$ cat config.mk
export PLATFORM = sky130hd
export DESIGN_NAME = bpa_ctrl
export DESIGN_NICKNAME = d
export VERILOG_FILES = /design/src/bpa_pkg.sv /design/src/bpa_ctrl.sv
export SDC_FILE = /design/constraint.sdc
export NUM_CORES = 1
export LEC_CHECK = 0
export ABC_AREA = 1
export BUFFER_PORTS_ARGS = -buffer_cell sky130_fd_sc_hd__buf_2
export CORE_AREA = 3 3 40 42
export DETAILED_ROUTE_END_ITERATION = 8
export DIE_AREA = 0 0 43 45
export PLACE_DENSITY = 0.7
export SYNTH_ARGS = -nofsm -noshare
export SYNTH_HDL_FRONTEND = slang
export SYNTH_SLANG_ARGS = --single-unit
$ cat constraint.sdc
create_clock -name clk -period 3.1 [get_ports clk]
set_clock_uncertainty 0.15 [all_clocks]
set_input_delay 0.465 -clock clk [delete_from_list [all_inputs] [get_ports clk]]
set_output_delay 0.465 -clock clk [all_outputs]
set_load 0.005 [all_outputs]
$ cat src/bpa_pkg.sv
`timescale 1ns / 1ps
// Package for the buddy page allocator: sizes, item types, codes,
// controller states, datapath commands and order helper functions.
package bpa_pkg;

  localparam int MAX_PAGES  = 1024;
  localparam int NUM_ORDERS = 11;
  localparam int TOP_ORDER  = NUM_ORDERS - 1;

  localparam int IDX_W   = $clog2(MAX_PAGES);
  localparam int SPAN_W  = IDX_W + 1;
  localparam int ORD_W   = $clog2(NUM_ORDERS + 1);
  localparam int CNT_W   = 11;
  localparam int PAGE_W  = 20;
  localparam int STAT_W  = 2;
  localparam int REG_W   = 1;

  localparam int WORD_W  = (MAX_PAGES < 64) ? MAX_PAGES : 64;
  localparam int BIT_W   = $clog2(WORD_W);
  localparam int WORDS   = MAX_PAGES / WORD_W;
  localparam int WSEL_W  = (WORDS > 1) ? $clog2(WORDS) : 1;
  localparam int ROWS    = NUM_ORDERS * WORDS;
  localparam int ROW_W   = $clog2(ROWS);
  localparam int BCNT_W  = SPAN_W;

  localparam logic [STAT_W-1:0] ST_OK       = 2'd0;
  localparam logic [STAT_W-1:0] ST_NO_SPACE = 2'd1;
  localparam logic [STAT_W-1:0] ST_BAD      = 2'd2;

  localparam logic OP_ALLOC = 1'b0;
  localparam logic OP_FREE  = 1'b1;

  localparam logic [REG_W-1:0] REG_REGION_PAGES = 1'b0;
  localparam logic [REG_W-1:0] REG_REGION_START = 1'b1;

  localparam logic [CNT_W-1:0] REGION_RESET = CNT_W'(1024);

  typedef struct packed {
    logic              op;
    logic [PAGE_W-1:0] page_number;
    logic [CNT_W-1:0]  count;
  } in_item_t;

  typedef struct packed {
    logic [STAT_W-1:0] status;
    logic [PAGE_W-1:0] result_page;
  } out_item_t;

  typedef enum logic [3:0] {
    S_CLR, S_REBUILD, S_IDLE, S_CHECK, S_FIND_RD, S_FIND_CHK,
    S_SEL, S_BUD_RD, S_BUD_CHK, S_PUT_WR, S_RESP
  } ctrl_state_t;

  typedef enum logic [3:0] {
    CMD_NONE, CMD_CLR_STEP, CMD_REBUILD, CMD_BAD, CMD_NOSPACE,
    CMD_ALLOC_START, CMD_FREE_START, CMD_FIND_RD, CMD_FIND_NEXT, CMD_TAKE,
    CMD_SEL, CMD_BUD_RD, CMD_MERGE, CMD_PUT_RD, CMD_PUT_WR
  } dp_cmd_t;

  typedef struct packed {
    logic clr_last;
    logic cnt_zero;
    logic op;
    logic no_space;
    logic range_bad;
    logic rem_zero;
    logic word_zero;
    logic no_buddy;
    logic buddy_set;
  } dp_status_t;

  // Smallest order whose block holds n pages.
  function automatic logic [ORD_W-1:0] ceil_log2(input logic [CNT_W-1:0] n);
    logic [ORD_W-1:0] r;
    r = '0;
    for (int k = CNT_W; k >= 0; k--) begin
      if ((32'd1 << k) >= 32'(n)) r = ORD_W'(k);
    end
    return r;
  endfunction

  // Largest order that fits in rem and keeps idx aligned, capped at the top.
  function automatic logic [ORD_W-1:0] align_order(input logic [SPAN_W-1:0] idx,
                                                   input logic [SPAN_W-1:0] rem);
    logic [ORD_W-1:0] r;
    r = '0;
    for (int k = 1; k <= TOP_ORDER; k++) begin
      if (((32'd1 << k) <= 32'(rem)) && ((32'(idx) & ((32'd1 << k) - 32'd1)) == 32'd0))
        r = ORD_W'(k);
    end
    return r;
  endfunction

  function automatic logic [BIT_W-1:0] first_one(input logic [WORD_W-1:0] w);
    logic [BIT_W-1:0] r;
    r = '0;
    for (int k = WORD_W - 1; k >= 0; k--) begin
      if (w[k]) r = BIT_W'(k);
    end
    return r;
  endfunction

endpackage

$ cat src/bpa_ctrl.sv
`timescale 1ns / 1ps
// Controller of the buddy page allocator: sequences clearing, rebuild,
// search, split and merge steps. Uses bpa_pkg.
module bpa_ctrl import bpa_pkg::*; (
  input  logic             clk,
  input  logic             rst,
  input  logic             in_valid,
  input  logic             out_stall,
  input  logic             cfg_valid,
  input  logic [REG_W-1:0] cfg_index,
  input  dp_status_t       st,
  output dp_cmd_t          cmd,
  output logic             in_stall,
  output logic             out_valid,
  output logic             cfg_ready
);

  ctrl_state_t state, state_next;
  logic        quiet, quiet_next;

  always_ff @(posedge clk) begin
    if (rst) begin
      state <= S_CLR;
      quiet <= 1'b1;
    end else begin
      state <= state_next;
      quiet <= quiet_next;
    end
  end

  always_comb begin
    state_next = state;
    quiet_next = quiet;
    unique case (state)
      S_CLR:     if (st.clr_last) state_next = S_REBUILD;
      S_REBUILD: state_next = S_SEL;
      S_IDLE: begin
        // A register write goes first; the input item waits.
        if (cfg_valid) begin
          if (cfg_index == REG_REGION_PAGES) begin
            state_next = S_CLR;
            quiet_next = 1'b1;
          end
        end else if (in_valid) begin
          state_next = S_CHECK;
        end
      end
      S_CHECK: begin
        if (st.cnt_zero) state_next = S_RESP;
        else if (st.op == OP_ALLOC) state_next = st.no_space ? S_RESP : S_FIND_RD;
        else state_next = st.range_bad ? S_RESP : S_SEL;
      end
      S_FIND_RD:  state_next = S_FIND_CHK;
      S_FIND_CHK: state_next = st.word_zero ? S_FIND_RD : S_SEL;
      S_SEL: begin
        if (st.rem_zero) begin
          state_next = quiet ? S_IDLE : S_RESP;
          quiet_next = 1'b0;
        end else begin
          state_next = S_BUD_RD;
        end
      end
      S_BUD_RD:  state_next = st.no_buddy ? S_PUT_WR : S_BUD_CHK;
      S_BUD_CHK: state_next = st.buddy_set ? S_BUD_RD : S_PUT_WR;
      S_PUT_WR:  state_next = S_SEL;
      S_RESP:    if (!out_stall) state_next = S_IDLE;
      default:   state_next = S_IDLE;
    endcase
  end

  always_comb begin
    cmd       = CMD_NONE;
    in_stall  = (state != S_IDLE) || cfg_valid;
    cfg_ready = (state == S_IDLE);
    out_valid = (state == S_RESP);
    unique case (state)
      S_CLR:     cmd = CMD_CLR_STEP;
      S_REBUILD: cmd = CMD_REBUILD;
      S_CHECK: begin
        if (st.cnt_zero) cmd = CMD_BAD;
        else if (st.op == OP_ALLOC) cmd = st.no_space ? CMD_NOSPACE : CMD_ALLOC_START;
        else cmd = st.range_bad ? CMD_BAD : CMD_FREE_START;
      end
      S_FIND_RD:  cmd = CMD_FIND_RD;
      S_FIND_CHK: cmd = st.word_zero ? CMD_FIND_NEXT : CMD_TAKE;
      S_SEL:      if (!st.rem_zero) cmd = CMD_SEL;
      S_BUD_RD:   cmd = st.no_buddy ? CMD_PUT_RD : CMD_BUD_RD;
      S_BUD_CHK:  cmd = st.buddy_set ? CMD_MERGE : CMD_PUT_RD;
      S_PUT_WR:   cmd = CMD_PUT_WR;
      default:    cmd = CMD_NONE;
    endcase
  end

endmodule
==> results of run 1 <==
per-stage QoR:
step           power (uW)  area, um2
6_report            502.0      691.9
5_1_grt             553.8      691.9
4_1_cts             502.2      691.9
3_5_place_dp        423.5      665.6
3_3_place_gp        421.3      665.6
2_1_floorplan       340.9      553.0
power by group:
part	switching, uW	total (uW)	internal (uW)
logic	179	297	119
clock network	28.8	77.6	48.8
registers	40.0	127	87.1
layout by cell type (no fill, tap or decap):
cell type  synthesis  final
nand3_2            1      1
dfxtp_1            5      5
a211oi_1           1      1
o21ai_0            5      5
o211ai_1           1      1
nor2_4             1      1
nand3_1            6      6
inv_1             12     12
buf_2              0     21
a21oi_1            3      3
o221ai_1           1      1
nand2_2            3      3
nand2_4            1      1
nand4_1            3      3
nor2_1            20     20
clkbuf_4           0      3
nand2_1           21     21
o21ai_1            1      1
o2111ai_1          1      1
inv_2              5      5
a21oi_2            2      2
nor3_1             2      2
clkbuf_1           0      1
nor2_2             3      3
registers in the layout, summed over array words and instances (netlist names):
signal  flops
quiet       1
state       4
final cells by class:
type / instances / area [um2]
clock buffers: 4 / 26.28
fillers: 147 / 593.1
inverters: 17 / 63.81
multi-input cells: 76 / 377.9
flip-flops and latches: 5 / 100.1
well taps: 15 / 18.77
repair buffers: 21 / 105.1
worst register-to-register path: stages, from the launching register on:
cell	delay, ps
dfxtp_1	490
nand2_1	180
nor2_2	200
nand2_1	120
nand4_1	100
nand3_1	80
nor2_1	90
logic make-up (layout without fill, tap and decap cells):
kind of cell | after synthesis | in the layout | synth area share
compound gates | 15 | 15 | 0.1719
buf+inv | 18 | 42 | 0.1357
simple gates | 61 | 61 | 0.5113
flops | 5 | 5 | 0.1810
path summary, 6_finish.rpt:
check                              start       end  slack (ps)  depth (start not counted)
worst min register to register     quiet     quiet         340                          2
worst max-delay path            state[1]    cmd[1]        1020                          5
worst max register to register  state[1]  state[0]        1630                          6
worst min-delay path                 rst  state[2]         270                          2
layer usage:
metal | part of all wire | GRT usage | vias up
li1 | - | - | 370
met1 | 0.49 | 0.2422 | 296
met2 | 0.45 | 0.2455 | 21
met3 | 0.043 | 0.02390 | 4
met4 | 0.019 | 0.09036 | 0
met5 | 0 | 0 | -
==> flow_summary.toml, run 1 <==
[status]
status = "complete, no violations"

[cts]
cts_resized = 0
cts_sinks = 5
h-tree-depth = 1
cts_hold_buf = 0
post_cts_buffers = 0
cts_made_buffers = 3
cts_tree = "built"
cts_buffer_depth = 2
cts_root_buf = "clkbuf_4"
clkTransAtPathRegs_ps = 50
insertion_delay_ps = 240

[synth]
synth_ff_type = "dfxtp_1"
synth_fp_nets = 114
yosysUniqueCellTypes = 22
netlist_instances = 99
ys_warn_count = 0
synth_top_cell_by_area = "dfxtp_1"
netlist_area_um2 = 553.0
ys_async_sr_fraction = 0
synth_edf_count = 0
yosysMostFrequentCell = "nand2_1"
yosysSeqAreaShare = 0.1810
synth_area_leaders = "dfxtp_1 18%, nand2_1 14%, nor2_1 14%, inv_1 8.1%, nand3_1 5.4%"
ys_seq_elements = 5
synth_common_cells = "21 x nand2_1, 20 x nor2_1, 12 x inv_1"
avgSynthCellArea_um2 = 5.586
netlist.area_leader.share = 0.1810

[setup_path]
crit_slowest_cell = "dfxtp_1"
worstPathRequired_ps = 2480
critPathBufInv = 2
crit_fanout = 9
crit_family = "flip-flops"
setup.worst_path.class = "reg -> out"
end_kind = "primary output"
cp-start-kind = "register"
max_stage_delay_ps = 490
crit_path_cell_trace = "nand2_1 > nor2_2 > inv_1 > o2111ai_1 > buf_2"
worstPathArrival_ps = 1470

[timing]
fin_hold_ws_ps = 269.2
setup_violations = 0
rsz0062_at_grt = "false"
worst_slew_pin_slew_ps = 311.7
fin_crit_sh = 0.6719
maxSlewViolCount = 0
period_needed_ps = 2083
worst_slack_ps = 1017
timing.slew.headroom = 0.7910
max_freq_mhz = 480.1
hold_viol_final = 0
finalSetupTns_ps = 0

[floorplan]
rows = 13
core_area_um2 = 1285
ios = 22
initial_core_util = 0.4304
die_x_um = 43
dieArea_um2 = 1935
die_h_um = 45

[hold_path]
hold_path.class = "in -> reg"

[grt]
grt_pass1_vias = 594
grt_max_degree = 10
grt_usage = 0.1696
globalRoute.totalOverflow = 0
antenna_found_initial = 0
grt_pass1_wl_um = 2477

[pwr]
power_density_nw_per_um2 = 725.6
ir_worst_vdd_uv = 277.0
p_leak_uw = 0.0003639

[finish]
area_growth_pct = 25.11
stdcell_count = 138
antenna_cells = 0
num-nets-final = 139
drive_above_1_share = 0.3252
fin_util = 0.5385

[detailed_routing]
via_count = 691
wl_per_cell_um = 11.19
firstDrtPassIters = 4
ant_nets = 0
drt_iter0_markers = 8
routed_wl_um = 1544
drc = 0
viasPerCell = 5.007

[place]
hpwl_um = 1283
dp_cells = 134
place.gp.congestion = 0.8911
numPortBuffers = 21
pre_cts_ws_ps = 1258

[job]
max_cap_violations = 0
(Power assumes the default switching activity.)
==> run 2: changes to the inputs <==
- ABC_AREA: 1 -> 0
- PLACE_DENSITY: 0.7 -> 0.71
- clock period: 3.1 -> 1.95 ns (I/O delays scaled with it)
==> run 2 against run 1 <==
Total power rose by 100%; critical path depth did not move; cell count fell by 17%; utilization rose by 3.6 points; critical endpoint unchanged; final area rose by 6.7%; largest cell class unchanged; die area did not move; via count fell by 5.1%; area after synthesis rose by 2.7%.
==> flow_summary.toml, run 2 <==
[setup_path]
r2r_cells = 5
regToRegStartpoint = "state[2]"
crit_fanout = 11
critPathBufInv = 2
cp-start-kind = "register"
crit_slowest_cell = "dfxtp_2"
max_stage_delay_ps = 340
worstPathRequired_ps = 1510
setup.worst_path.class = "reg -> out"
worstPathArrival_ps = 1430
startpoint = "state[1]"
r2r_slack_ps = 310
crit_family = "flip-flops"
crit_path_cell_trace = "buf_4 > nor3b_1 > a311oi_1 > o21ai_0 > buf_2"
timing.rr.end = "state[1]"
end_kind = "primary output"

[synth]
synth_top_family_by_area = "simple AND/OR/NAND/NOR gates"
yosysUniqueCellTypes = 36
synth_edf_count = 0
netlist_instances = 75
avgSynthCellArea_um2 = 7.574
synth_top_cell_by_area = "dfxtp_1"
ys_async_sr_fraction = 0
synth_compound_area_frac = 0.3304
ys_warn_count = 0
synth_area_leaders = "dfxtp_1 18%, a21oi_1 6.2%, nand2_1 4.6%, mux2_2 4.0%, o21ai_0 3.5%"
netlist_area_um2 = 568.0
netlist.area_leader.share = 0.1762
synth_fp_nets = 90
synth_ff_type = "dfxtp_1"
ys_seq_elements = 5
synth-simple-area-share = 0.3722
synthXorXnorAreaFrac = 0
yosysSeqAreaShare = 0.1762
synth_fa_ha_area_frac = 0
synthMuxAreaShare = 0.05727
synth_common_cells = "7 x a21oi_1, 7 x nand2_1, 5 x dfxtp_1, 5 x nor2_1, 4 x o21ai_0"

[finish]
antenna_cells = 0
final_common_cell = "buf_2"
multi_input_area_um2 = 437.9
stdcell_count = 115
fill_cells = 117
final_cell_mix = "21 x buf_2, 7 x a21oi_1, 7 x nand2_1"
reg_top3 = "state x4, quiet x1"
final_area_um2 = 738.2
num-nets-final = 116
drive_above_1_share = 0.4600
area_growth_pct = 29.96
regMostFlops = "state"
seqCellArea_um2 = 105.1
largest_reg_flops = 4

[cts]
post_cts_buffers = 0
insertion_delay_ps = 240
h-tree-depth = 1
cts_made_buffers = 3
cts_sinks = 5
clkTransAtPathRegs_ps = 40
cts_tree = "built"
cts_buffer_depth = 2
cts_root_buf = "clkbuf_4"

[place]
dp_cells = 111
dpl_cell_area_um2 = 700.7
place.gp.congestion = 0.8024
pre_cts_ws_ps = 200.8
numPortBuffers = 21
hpwl_um = 1187

[timing]
hold_viol_final = 0
finalSetupTns_ps = 0
worst_slack_ps = 75.73
timing.slew.headroom = 0.7435
worst_slew_pin_slew_ps = 383.7
maxSlewViolCount = 0
rsz0062_at_grt = "false"
fin_hold_ws_ps = 138.6
fin_crit_sh = 0.9612
setup_violations = 0
period_needed_ps = 1874
max_freq_mhz = 533.5

[job]
max_cap_violations = 0

[pwr]
ir_worst_vdd_uv = 516.6
power_density_nw_per_um2 = 1372
p_leak_uw = 0.0003171

[grt]
globalRoute.totalOverflow = 0
grt_pass1_wl_um = 2580
grt_max_degree = 15
antenna_found_initial = 0
grt_usage = 0.1683
grt_pass1_vias = 620

[floorplan]
dieArea_um2 = 1935
die_h_um = 45
ios = 22
die_x_um = 43
rows = 13
core_area_um2 = 1285
initial_core_util = 0.4421

[detailed_routing]
wl_per_cell_um = 13.42
viasPerCell = 5.704
drc = 0
drt_iter0_markers = 18
ant_nets = 0
via_count = 656
firstDrtPassIters = 4
routed_wl_um = 1543

[hold_path]
worstHoldStart = "rst"
min_path_cells = 2
hold_path.class = "in -> reg"
worstHoldEndpoint = "state[3]"

[status]
status = "complete, no violations"
-- run 2: report_power, final --
group	switching [uW]	total, uW	leakage, uW	internal (uW)
logic	321	656	0.000260	335
clock network	44.5	122	0.0000150	77.5
registers	89.3	235	0.0000425	145
-- run 2: layout make-up --
type / instances / share of cell area
clock buffer: 4 / 0.03559
inverter: 2 / 0.01017
sequential: 5 / 0.1424
timing repair buffer: 26 / 0.1932
multi-input combinational: 63 / 0.5932
tap: 15 / 0.02542
-- run 2: metal layers --
metal	part of all wire	global-route usage	up-vias
li1	-	-	327
met1	0.44	0.2222	298
met2	0.47	0.3024	29
met3	0.069	0.01195	2
met4	0.014	0.03614	0
met5	0	0	-
-- run 2: kinds of logic (layout without fill, tap and decap cells) --
kind of cell	Yosys count	in the layout
AOI/OAI and AO/OA	26	26
muxes	3	3
DFF	5	5
and+or+nand+nor	34	34
buffers and inverters	7	32
-- run 2: worst max-delay path by stage --
stage / to / slack (ps) / cells past startpoint
final: cmd[1] / 80 / 5
after global routing: cmd[0] / 0.8 / 5
after CTS: cmd[0] / 8 / 5
after detailed placement: state[1] / 200 / 5
after global placement: cmd[1] / 220 / 4
after floorplan: cmd[1] / 380 / 5
-- run 2: timing repair --
action | 4_1_cts | 5_1_grt
gates resized for setup | 2 | 3
endpoints found under the setup margin | 2 | 3
hold buffers | 0 | 0
-- run 2: stage by stage --
step | util | power, uW
after floorplan | - | 675.1
after global placement | 0.5453 | 866.0
final | 0.5745 | 1013
after global routing | 0.5745 | 1102
after detailed placement | 0.5453 | 870.0
after CTS | 0.5677 | 997.1
